File: src/design/m2h_pkg.sv
// ----------------------------------------------------------------------------
// m2h_pkg
// Shared widths, mixing constants and sequencer states for the
// MurmurHash64A engine.
// ----------------------------------------------------------------------------
package m2h_pkg;

  localparam int unsigned LEN_W  = 31;
  localparam int unsigned WORD_W = 64;
  localparam int unsigned NB_W   = 4;
  localparam int unsigned SEED_W = 32;
  localparam int unsigned HALF_W = 32;

  localparam logic [WORD_W-1:0] MIX_MUL   = 64'hc6a4a7935bd1e995;
  localparam int unsigned       MIX_SHIFT = 47;

  typedef enum logic [2:0] {
    ST_IDLE,
    ST_LEN,
    ST_WORD,
    ST_K1,
    ST_K2,
    ST_ACC,
    ST_FIN,
    ST_OUT
  } state_t;

endpackage

File: src/design/m2h_ifs.sv
// ----------------------------------------------------------------------------
// m2h interfaces
// Valid/ready channels for message words, hash results and seed writes.
// ----------------------------------------------------------------------------
interface m2h_in_if;
  logic                        valid;
  logic                        ready;
  logic [m2h_pkg::LEN_W-1:0]   message_length;
  logic [m2h_pkg::WORD_W-1:0]  data_word;
  logic [m2h_pkg::NB_W-1:0]    valid_bytes;
  logic                        first_word;
  logic                        last_word;

  modport source (output valid, message_length, data_word, valid_bytes, first_word,
                  last_word, input ready);
  modport sink   (input valid, message_length, data_word, valid_bytes, first_word,
                  last_word, output ready);
endinterface

interface m2h_out_if;
  logic                        valid;
  logic                        ready;
  logic [m2h_pkg::WORD_W-1:0]  hash_value;

  modport source (output valid, hash_value, input ready);
  modport sink   (input valid, hash_value, output ready);
endinterface

interface m2h_cfg_if;
  logic                        valid;
  logic                        ready;
  logic [m2h_pkg::SEED_W-1:0]  data;

  modport source (output valid, data, input ready);
  modport sink   (input valid, data, output ready);
endinterface

File: src/design/murmur2_hash_64.sv
// ----------------------------------------------------------------------------
// murmur2_hash_64
// Streaming MurmurHash64A engine built around one shared 32x32 multiplier.
// ----------------------------------------------------------------------------
// Every 64-bit product by the mixing constant runs as three passes through a
// single 32x32 multiplier (low x low, high x low, low x high). A word is taken
// only while the engine is idle, in ST_IDLE, and ST_WORD then dispatches it.
// A full 8-byte word costs three products, a tail of 1 to 7 bytes one product
// and an empty word none. A first word adds the length product, a last word
// adds the final product and a load of the result register. The result
// register lets the next message start while a hash waits to be taken; a
// second hash waits in the engine until the slot frees. Words arriving with
// no open message and no first mark are dropped.
// ----------------------------------------------------------------------------
module murmur2_hash_64 (
  input  logic        clk,
  input  logic        rst_n,
  m2h_in_if.sink      in_ch,
  m2h_out_if.source   out_ch,
  m2h_cfg_if.sink     cfg_ch
);

  localparam logic [m2h_pkg::HALF_W-1:0] M_LO = m2h_pkg::MIX_MUL[31:0];
  localparam logic [m2h_pkg::HALF_W-1:0] M_HI = m2h_pkg::MIX_MUL[63:32];

  m2h_pkg::state_t state_r, state_nxt;

  logic [m2h_pkg::SEED_W-1:0]  seed_r;
  logic [m2h_pkg::WORD_W-1:0]  acc_r, acc_nxt;
  logic [m2h_pkg::WORD_W-1:0]  op_r, op_nxt;
  logic [m2h_pkg::WORD_W-1:0]  prod_r, prod_nxt;
  logic [1:0]                  step_r, step_nxt;
  logic                        in_msg_r, in_msg_nxt;
  logic [m2h_pkg::WORD_W-1:0]  word_r;
  logic                        full_r;
  logic [2:0]                  nb_r;
  logic                        last_r;
  logic                        out_valid_r, out_valid_nxt;
  logic [m2h_pkg::WORD_W-1:0]  out_hash_r, out_hash_nxt;

  logic                        in_xfer;
  logic                        mul_busy;
  logic                        mul_done;
  logic [m2h_pkg::HALF_W-1:0]  mul_a, mul_b;
  logic [m2h_pkg::WORD_W-1:0]  mul_res;
  logic [m2h_pkg::WORD_W-1:0]  prod_done;
  logic [m2h_pkg::WORD_W-1:0]  tail_mask;

  function automatic logic [m2h_pkg::WORD_W-1:0] xsh(input logic [m2h_pkg::WORD_W-1:0] v);
    xsh = v ^ (v >> m2h_pkg::MIX_SHIFT);
  endfunction

  assign in_ch.ready   = (state_r == m2h_pkg::ST_IDLE);
  assign in_xfer       = in_ch.valid && in_ch.ready;
  assign cfg_ch.ready  = 1'b1;
  assign out_ch.valid  = out_valid_r;
  assign out_ch.hash_value = out_hash_r;

  // shared multiplier: low 64 bits of op_r * MIX_MUL in three passes
  assign mul_busy = (state_r == m2h_pkg::ST_LEN) || (state_r == m2h_pkg::ST_K1) ||
                    (state_r == m2h_pkg::ST_K2)  || (state_r == m2h_pkg::ST_ACC) ||
                    (state_r == m2h_pkg::ST_FIN);
  assign mul_done = mul_busy && (step_r == 2'd2);
  assign mul_a    = (step_r == 2'd1) ? op_r[63:32] : op_r[31:0];
  assign mul_b    = (step_r == 2'd2) ? M_HI : M_LO;
  assign mul_res  = 64'(mul_a) * 64'(mul_b);

  always_comb begin
    if (step_r == 2'd0) begin
      prod_nxt = mul_res;
    end else begin
      prod_nxt = {prod_r[63:32] + mul_res[31:0], prod_r[31:0]};
    end
  end
  assign prod_done = prod_nxt;

  always_comb begin
    for (int i = 0; i < 8; i++) begin
      tail_mask[i*8 +: 8] = (3'(i) < nb_r) ? 8'hff : 8'h00;
    end
  end

  always_comb begin
    state_nxt     = state_r;
    acc_nxt       = acc_r;
    op_nxt        = op_r;
    in_msg_nxt    = in_msg_r;
    out_valid_nxt = out_valid_r;
    out_hash_nxt  = out_hash_r;
    step_nxt      = (mul_busy && (step_r != 2'd2)) ? step_r + 2'd1 : 2'd0;

    if (out_valid_r && out_ch.ready) begin
      out_valid_nxt = 1'b0;
    end

    case (state_r)
      m2h_pkg::ST_IDLE: begin
        if (in_xfer) begin
          if (in_ch.first_word) begin
            op_nxt     = {{(m2h_pkg::WORD_W-m2h_pkg::LEN_W){1'b0}}, in_ch.message_length};
            in_msg_nxt = !in_ch.last_word;
            state_nxt  = m2h_pkg::ST_LEN;
          end else if (in_msg_r) begin
            in_msg_nxt = !in_ch.last_word;
            state_nxt  = m2h_pkg::ST_WORD;
          end
        end
      end
      m2h_pkg::ST_LEN: begin
        if (mul_done) begin
          acc_nxt   = {32'd0, seed_r} ^ prod_done;
          state_nxt = m2h_pkg::ST_WORD;
        end
      end
      m2h_pkg::ST_WORD: begin
        if (full_r) begin
          op_nxt    = word_r;
          state_nxt = m2h_pkg::ST_K1;
        end else if (nb_r != 3'd0) begin
          op_nxt    = acc_r ^ (word_r & tail_mask);
          state_nxt = m2h_pkg::ST_ACC;
        end else if (last_r) begin
          op_nxt    = xsh(acc_r);
          state_nxt = m2h_pkg::ST_FIN;
        end else begin
          state_nxt = m2h_pkg::ST_IDLE;
        end
      end
      m2h_pkg::ST_K1: begin
        if (mul_done) begin
          op_nxt    = xsh(prod_done);
          state_nxt = m2h_pkg::ST_K2;
        end
      end
      m2h_pkg::ST_K2: begin
        if (mul_done) begin
          op_nxt    = acc_r ^ prod_done;
          state_nxt = m2h_pkg::ST_ACC;
        end
      end
      m2h_pkg::ST_ACC: begin
        if (mul_done) begin
          acc_nxt = prod_done;
          if (last_r) begin
            op_nxt    = xsh(prod_done);
            state_nxt = m2h_pkg::ST_FIN;
          end else begin
            state_nxt = m2h_pkg::ST_IDLE;
          end
        end
      end
      m2h_pkg::ST_FIN: begin
        if (mul_done) begin
          state_nxt = m2h_pkg::ST_OUT;
        end
      end
      m2h_pkg::ST_OUT: begin
        // prod_r holds the final product; wait for a free result slot
        if (!out_valid_r || out_ch.ready) begin
          out_valid_nxt = 1'b1;
          out_hash_nxt  = xsh(prod_r);
          state_nxt     = m2h_pkg::ST_IDLE;
        end
      end
      default: begin
        state_nxt = m2h_pkg::ST_IDLE;
      end
    endcase
  end

  always_ff @(posedge clk) begin
    if (!rst_n) begin
      state_r <= m2h_pkg::ST_IDLE;
    end else begin
      state_r <= state_nxt;
    end
  end

  always_ff @(posedge clk) begin
    if (!rst_n) begin
      seed_r      <= '0;
      acc_r       <= '0;
      in_msg_r    <= 1'b0;
      step_r      <= 2'd0;
      out_valid_r <= 1'b0;
    end else begin
      if (cfg_ch.valid && cfg_ch.ready) begin
        seed_r <= cfg_ch.data;
      end
      acc_r       <= acc_nxt;
      in_msg_r    <= in_msg_nxt;
      step_r      <= step_nxt;
      out_valid_r <= out_valid_nxt;
    end
  end

  always_ff @(posedge clk) begin
    op_r       <= op_nxt;
    out_hash_r <= out_hash_nxt;
    if (mul_busy) begin
      prod_r <= prod_nxt;
    end
    if (in_xfer) begin
      word_r <= in_ch.data_word;
      full_r <= in_ch.valid_bytes[3];
      nb_r   <= in_ch.valid_bytes[2:0];
      last_r <= in_ch.last_word;
    end
  end

endmodule
File: src/flat_wrapper.sv
// flat-port wrapper written by rule: the top's interface ports become plain ports
module murmur2_hash_64_flat 
  (clk, rst_n, in_ch_valid, in_ch_message_length, in_ch_data_word, in_ch_valid_bytes, in_ch_first_word, in_ch_last_word, in_ch_ready, out_ch_valid, out_ch_hash_value, out_ch_ready, cfg_ch_valid, cfg_ch_data, cfg_ch_ready);
  m2h_in_if in_ch_i ();
  m2h_out_if out_ch_i ();
  m2h_cfg_if cfg_ch_i ();
  input  logic clk;
  input  logic rst_n;
  input wire logic [$bits(in_ch_i.valid)-1:0] in_ch_valid;
  input wire logic [$bits(in_ch_i.message_length)-1:0] in_ch_message_length;
  input wire logic [$bits(in_ch_i.data_word)-1:0] in_ch_data_word;
  input wire logic [$bits(in_ch_i.valid_bytes)-1:0] in_ch_valid_bytes;
  input wire logic [$bits(in_ch_i.first_word)-1:0] in_ch_first_word;
  input wire logic [$bits(in_ch_i.last_word)-1:0] in_ch_last_word;
  output wire logic [$bits(in_ch_i.ready)-1:0] in_ch_ready;
  output wire logic [$bits(out_ch_i.valid)-1:0] out_ch_valid;
  output wire logic [$bits(out_ch_i.hash_value)-1:0] out_ch_hash_value;
  input wire logic [$bits(out_ch_i.ready)-1:0] out_ch_ready;
  input wire logic [$bits(cfg_ch_i.valid)-1:0] cfg_ch_valid;
  input wire logic [$bits(cfg_ch_i.data)-1:0] cfg_ch_data;
  output wire logic [$bits(cfg_ch_i.ready)-1:0] cfg_ch_ready;
  assign in_ch_i.valid = in_ch_valid;
  assign in_ch_i.message_length = in_ch_message_length;
  assign in_ch_i.data_word = in_ch_data_word;
  assign in_ch_i.valid_bytes = in_ch_valid_bytes;
  assign in_ch_i.first_word = in_ch_first_word;
  assign in_ch_i.last_word = in_ch_last_word;
  assign in_ch_ready = in_ch_i.ready;
  assign out_ch_valid = out_ch_i.valid;
  assign out_ch_hash_value = out_ch_i.hash_value;
  assign out_ch_i.ready = out_ch_ready;
  assign cfg_ch_i.valid = cfg_ch_valid;
  assign cfg_ch_i.data = cfg_ch_data;
  assign cfg_ch_ready = cfg_ch_i.ready;
  murmur2_hash_64 u_core (.clk(clk), .rst_n(rst_n), .in_ch(in_ch_i), .out_ch(out_ch_i), .cfg_ch(cfg_ch_i));
endmodule
File: config.mk
export PLATFORM = sky130hd
export DESIGN_NAME = murmur2_hash_64_flat
export DESIGN_NICKNAME = d
export VERILOG_FILES = /design/src/design/m2h_pkg.sv /design/src/design/m2h_ifs.sv /design/src/design/murmur2_hash_64.sv /design/src/flat_wrapper.sv
export SDC_FILE = /design/constraint.sdc
export NUM_CORES = 2
export LEC_CHECK = 0
export BUFFER_PORTS_ARGS = -buffer_cell sky130_fd_sc_hd__buf_2
export CORE_MARGIN = 2
export CORE_UTILIZATION = 43
export CTS_CLUSTER_SIZE = 14
export DETAILED_ROUTE_END_ITERATION = 10
export SYNTH_ARGS = -nofsm -noshare
export SYNTH_HDL_FRONTEND = slang
export SYNTH_SLANG_ARGS = --single-unit
File: constraint.sdc
create_clock -name clk -period 32 [get_ports clk]
set_clock_uncertainty 0.2 [all_clocks]
set_input_delay 6.4 -clock clk [delete_from_list [all_inputs] [get_ports clk]]
set_output_delay 6.4 -clock clk [all_outputs]
set_load 0.02 [all_outputs]
Word-level counts from Yosys, hierarchy flattened

Cells that the tools add are included.

Output and inout bits: 67
Register bits after elaboration: 364
Word-level logic and storage cells: 116

Add/subtract/negate cells: 2
Equal/unequal tests: 21
Multiply operators: 1
Bitwise gates (word level): 7
Reductions and logical operators: 22
Order comparisons: 8
Muxes and demuxes: 42

Operator list:

| operator                                                                | number |
|---|---|
| 64-bit 2-to-1 mux                                                       | 12 |
| 64-bit case mux with 5 select lines                                     | 1 |
| 64-bit by 17-bit XOR with 64-bit output                                 | 3 |
| 64-bit case mux with 2 select lines                                     | 1 |
| 64-bit XOR                                                              | 2 |
| 64-bit AND                                                              | 1 |
| 32-bit by 32-bit multiplier with 64-bit output                          | 1 |
| 32-bit 2-to-1 mux                                                       | 2 |
| 8-bit 2-to-1 mux                                                        | 8 |
| 32-bit by 64-bit XOR with 64-bit output                                 | 1 |
| 3-bit 2-to-1 mux                                                        | 12 |
| 32-bit adder                                                            | 1 |
| 3-bit case mux with 8 select lines                                      | 1 |
| 8-bit AND reduction                                                     | 2 |
| 2-bit by 1-bit inequality test with 1-bit output, second input constant | 7 |
| 3-bit == test, second input constant                                    | 4 |
| 3-bit < comparator, first input constant                                | 4 |
| 3-bit by 2-bit == test with 1-bit output, second input constant         | 2 |
| 1-bit by 3-bit < comparator with 1-bit output, first input constant     | 2 |
| 2-bit by 3-bit < comparator with 1-bit output, first input constant     | 2 |
| 2-bit inequality test, second input constant                            | 3 |
| 2-bit AND reduction                                                     | 3 |
| 1-bit logical OR                                                        | 5 |
| 1-bit 2-to-1 mux                                                        | 5 |
| 14 further kinds                                                        | 18 |

Logic depth before layout (Yosys ltp)

Depth in word-level cells: 9
Mapped depth: 46

Worst setup path before layout

Ideal clock, no wire load.

Path type: input -> register
Start: in in_ch_valid
End: reg u_core.op_r[0] (netlist name) (enable)
Required time: 31.314 ns
Slack: 21.816 ns
Stages: 5
Path buffers: 0
Data arrival time: 9.498 ns
Cells stage by stage: nor3_1 > a21oi_1 > o32a_1 > o211ai_1 > nor2_1

Word-level cells in the longest chain between the ends: 3

Ends and longest elaborated chain:

| what                            | RTL line               | text |
|---|---|---|
| from (decl)                     | flat_wrapper.sv:9      | `input wire logic [$bits(in_ch_i.valid)-1:0] in_ch_valid;` |
| 1-bit logical AND               | murmur2_hash_64.sv:54  | `assign in_xfer = in_ch.valid && in_ch.ready;` |
| 2-bit inequality test (no line) | -                      |  |
| 8-bit AND reduction (no line)   | -                      |  |
| to (signal assigned)            | murmur2_hash_64.sv:198 | `op_r <= op_nxt;` |
| to (decl)                       | murmur2_hash_64.sv:30  | `logic [m2h_pkg::WORD_W-1:0] op_r, op_nxt;` |

Every way passes these cells.
A chain may end at the register's enable or synchronous reset.

Worst setup path after layout

Start: reg u_core.step_r[1]
End: reg u_core.op_r[61] (netlist name) (data pin)

Word-level cells in the longest chain between the ends: 9
Elaborated cells between the ends (all ways): 15

Ends and longest elaborated chain:

| what                                                                             | RTL line                                     | text |
|---|---|---|
| from (decl)                                                                      | murmur2_hash_64.sv:32                        | `logic [1:0] step_r, step_nxt;` |
| from (signal assigned)                                                           | murmur2_hash_64.sv:192                       | `step_r <= step_nxt;` |
| 2-bit by 1-bit == test with 1-bit output / 2-bit == test (equally long branches) | murmur2_hash_64.sv:64, murmur2_hash_64.sv:65 |  |
| 32-bit 2-to-1 mux (on tied branches)                                             | murmur2_hash_64.sv:64, murmur2_hash_64.sv:65 |  |
| 32-bit by 32-bit multiplier with 64-bit output                                   | murmur2_hash_64.sv:66                        | `assign mul_res = 64'(mul_a) * 64'(mul_b);` |
| 32-bit adder                                                                     | murmur2_hash_64.sv:72                        | `prod_nxt = {prod_r[63:32] + mul_res[31:0], prod_r[31:0]};` |
| 64-bit 2-to-1 mux (*)                                                            | murmur2_hash_64.sv:69                        | `if (step_r == 2'd0) begin` |
| 64-bit by 17-bit XOR with 64-bit output                                          | murmur2_hash_64.sv:50                        | `xsh = v ^ (v >> m2h_pkg::MIX_SHIFT);` |
| 64-bit 2-to-1 mux                                                                | murmur2_hash_64.sv:144                       | `if (last_r) begin` |
| 64-bit 2-to-1 mux                                                                | murmur2_hash_64.sv:142                       | `if (mul_done) begin` |
| 64-bit case mux with 5 select lines (*)                                          | murmur2_hash_64.sv:96                        | `case (state_r)` |
| via u_core.op_nxt (one bit)                                                      | murmur2_hash_64.sv:30                        |  |

Mark *: on every way through the listed nets, which the timed path passes. The rest lies on a longest branch. The select of a mux whose other input is x is not followed.

==> metrics.yaml <==
synthesis:
  synth_cells: 4481
  yosysWarningCount: 0
  ys_seq_area_frac: 0.227
  synth_top_cell_by_area: "fa_1"
  synth-async-reset-ratio: 0
  yosysMostFrequentCell: "inv_1"
  netlist_area_um2: 43600
  synth_area_per_cell_um2: 9.73
  synth-edff-count: 261
  ys.flop_type: "edfxtp_1"
  yosysTopAreaCellShare: 0.279
  ys_seq_elements: 364
  synth_common_cells: "863 x inv_1, 607 x fa_1, 441 x ha_1"
  ys_types: 90
  synth_area_leaders: "fa_1 28%, edfxtp_1 18%, ha_1 13%, inv_1 7.4%, dfxtp_1 4.7%"
die:
  core_um2: 100000
  die_h_um: 322
  die_w_um: 322
  design.die.area_um2: 104000
  rows: 116
  io_pins: 205
  initial_core_util: 0.435
sta:
  holdWs_ns: 0.242
  min_period_ns: 12.96
  slew_headroom: 0.0727
  worst_pin_slew_ns: 1.35
  finalHoldViolations: 0
  setup_viol: 0
  tns_ns: 0
  rsz0062_at_grt: "false"
  max_clock_freq_mhz: 77.2
  maxSlewViolCount: 0
  period_share: 0.405
clock_tree:
  clkLatencyLatePin_ns: 0.57
  cts.sinks: 364
  htree_levels: 2
  cts-root-buf: "clkbuf_16"
  ctsResizeCount: 0
  cts_tree: "done"
  postCtsHoldBufs: 0
  numCtsBuffers: 41
  clock_path_buffers: 3
  post_cts_buffers: 0
  path_clk_slew_ns: 0.06
critical_path:
  rrSetupSlack_ns: 19.04
  cp_common_cell: "inv_1"
  cp.arrival_ns: 13.04
  start_kind: "flip-flop"
  critPathMaxFanout: 14
  critPathKind: "reg -> reg"
  reg2reg_from: "u_core.step_r[1]$_SDFF_PN0_"
  crit_path_top_delay_cell: "mux2i_1"
  startpoint: "u_core.step_r[1]$_SDFF_PN0_"
  required_ns: 32.08
  endpoint: "u_core.op_r[61]$_DFFE_PP_"
  max_stage_delay_ns: 0.97
  r2r_cells: 39
  critical_path.endpoint_type: "flip-flop"
  rr_endpoint: "u_core.op_r[61]$_DFFE_PP_"
drt:
  drtIter0Drc: 3473
  wl_per_cell_um: 25.9
  routed_wirelength_um: 156000
  drtPass1Iterations: 6
  antenna_left: 0
  via_count: 33719
  viasPerCell: 5.62
  drc: 0
final_layout:
  diodes: 0
  nFillCells: 9536
  drive_above_1_share: 0.0860
  fin_area_um2: 47500
  final_nets: 5795
  area_growth_pct: 8.92
  fin_cells: 5998
global_route:
  grt.total_usage: 0.304
  grt_max_degree: 86
  grt_pass1_vias: 34180
  antenna_found_initial: 7
  gr-total-overflow: 0
  grt_pass1_wl_um: 230000
job:
  cap_violations: 0
place:
  dp_hpwl_um: 130000
  io_buffers: 203
  place_inst: 5923
  place_congestion: 0.994
  placed_cell_area_um2: 46200
worst_hold_path:
  min_path_type: "reg -> reg"
run_status:
  status: "finished, final reports clean"
-- layer usage --
| layer | part of all wire | track usage |
|---|---|---|
| met1 | 0.42 | 0.419 |
| met2 | 0.45 | 0.476 |
| met4 | 0.055 | 0.141 |
| met5 | 0.000084 | 0 |
| met3 | 0.075 | 0.0417 |
-- registers in the layout, summed over array words and instances (netlist names), 2 cells and up --
name / flops
u_core.word_r: 64
u_core.prod_r: 64
u_core.nb_r: 3
u_core.op_r: 64
u_core.acc_r: 64
u_core.seed_r: 32
u_core.state_r: 3
u_core.step_r: 2
u_core.out_ch.hash_value: 64
-- stage by stage --
stage	worst slack [ns]	utilization
finish	19.04	0.473
global route	18.80	0.473
CTS	19.21	0.473
detailed placement	19.29	0.460
global placement	19.16	0.460
floorplan	21.82	-
-- critical path, delay by kind of cell (launching register included) --
| family | cells | cell delay, ns |
|---|---|---|
| compound gates | 11 | 2.64 |
| xor+xnor | 3 | 1.13 |
| fa+ha+maj | 11 | 4.84 |
| buf+inv | 9 | 1.45 |
| flops | 1 | 0.35 |
| mux | 2 | 1.11 |
| simple gates | 3 | 0.92 |
-- layout make-up --
cell class	count	area, um2	share of cell area
clock inverter	26	241	0.00509
multi-input combinational	3070	29800	0.628
tap	1357	1700	0.0358
sequential	364	9900	0.209
clock buffer	49	1090	0.0229
timing repair buffer	262	1460	0.0307
inverter	870	3270	0.0688
-- worst min-delay path by stage --
stage | endpoint | cells past startpoint | slack (ns) | startpoint
floorplan | u_core.out_ch.hash_value[24]$_DFFE_PP_ | 0 | 0.22 | u_core.prod_r[24]$_DFFE_PN_
global placement | u_core.out_ch.hash_value[17]$_DFFE_PP_ | 0 | 0.24 | u_core.prod_r[17]$_DFFE_PN_
detailed placement | u_core.out_ch.hash_value[24]$_DFFE_PP_ | 0 | 0.23 | u_core.prod_r[24]$_DFFE_PN_
CTS | u_core.out_ch.hash_value[24]$_DFFE_PP_ | 0 | 0.24 | u_core.prod_r[24]$_DFFE_PN_
global route | u_core.out_ch.hash_value[24]$_DFFE_PP_ | 0 | 0.26 | u_core.prod_r[24]$_DFFE_PN_
finish | u_core.out_ch.hash_value[24]$_DFFE_PP_ | 0 | 0.24 | u_core.prod_r[24]$_DFFE_PN_
-- kinds of logic (layout without fill, tap and decap cells) --
kind of cell	count (synthesis)	after routing	share of synthesized area
AO/OA/AOI/OAI	813	813	0.116
XOR/XNOR	221	221	0.0444
adder cells (fa/ha/maj)	1048	1048	0.405
buffers and inverters	1049	1207	0.0905
flip-flops	364	364	0.227
multiplexers	113	113	0.0264
other	2	4	0.000172
AND/OR/NAND/NOR	871	871	0.0896
-- cell usage in the layout (no fill, tap or decap), types with 36 or more instances in the layout --
cell type	Yosys	routed
inv_1	863	862
fa_1	607	607
ha_1	441	436
nand2_1	317	317
a21oi_1	290	290
nor2_1	289	286
edfxtp_1	261	261
buf_2	4	203
o21ai_0	156	155
xnor2_1	131	131
dfxtp_1	103	103
mux2i_1	99	99
xor2_1	90	90
a21o_1	66	66
buf_4	1	59
nand3_1	51	51
clkbuf_16	0	41
a31oi_1	37	37
a211oi_1	36	36
Power is not shown: default switching activity piles up to over one toggle a cycle in this logic, so the estimate is an artifact.
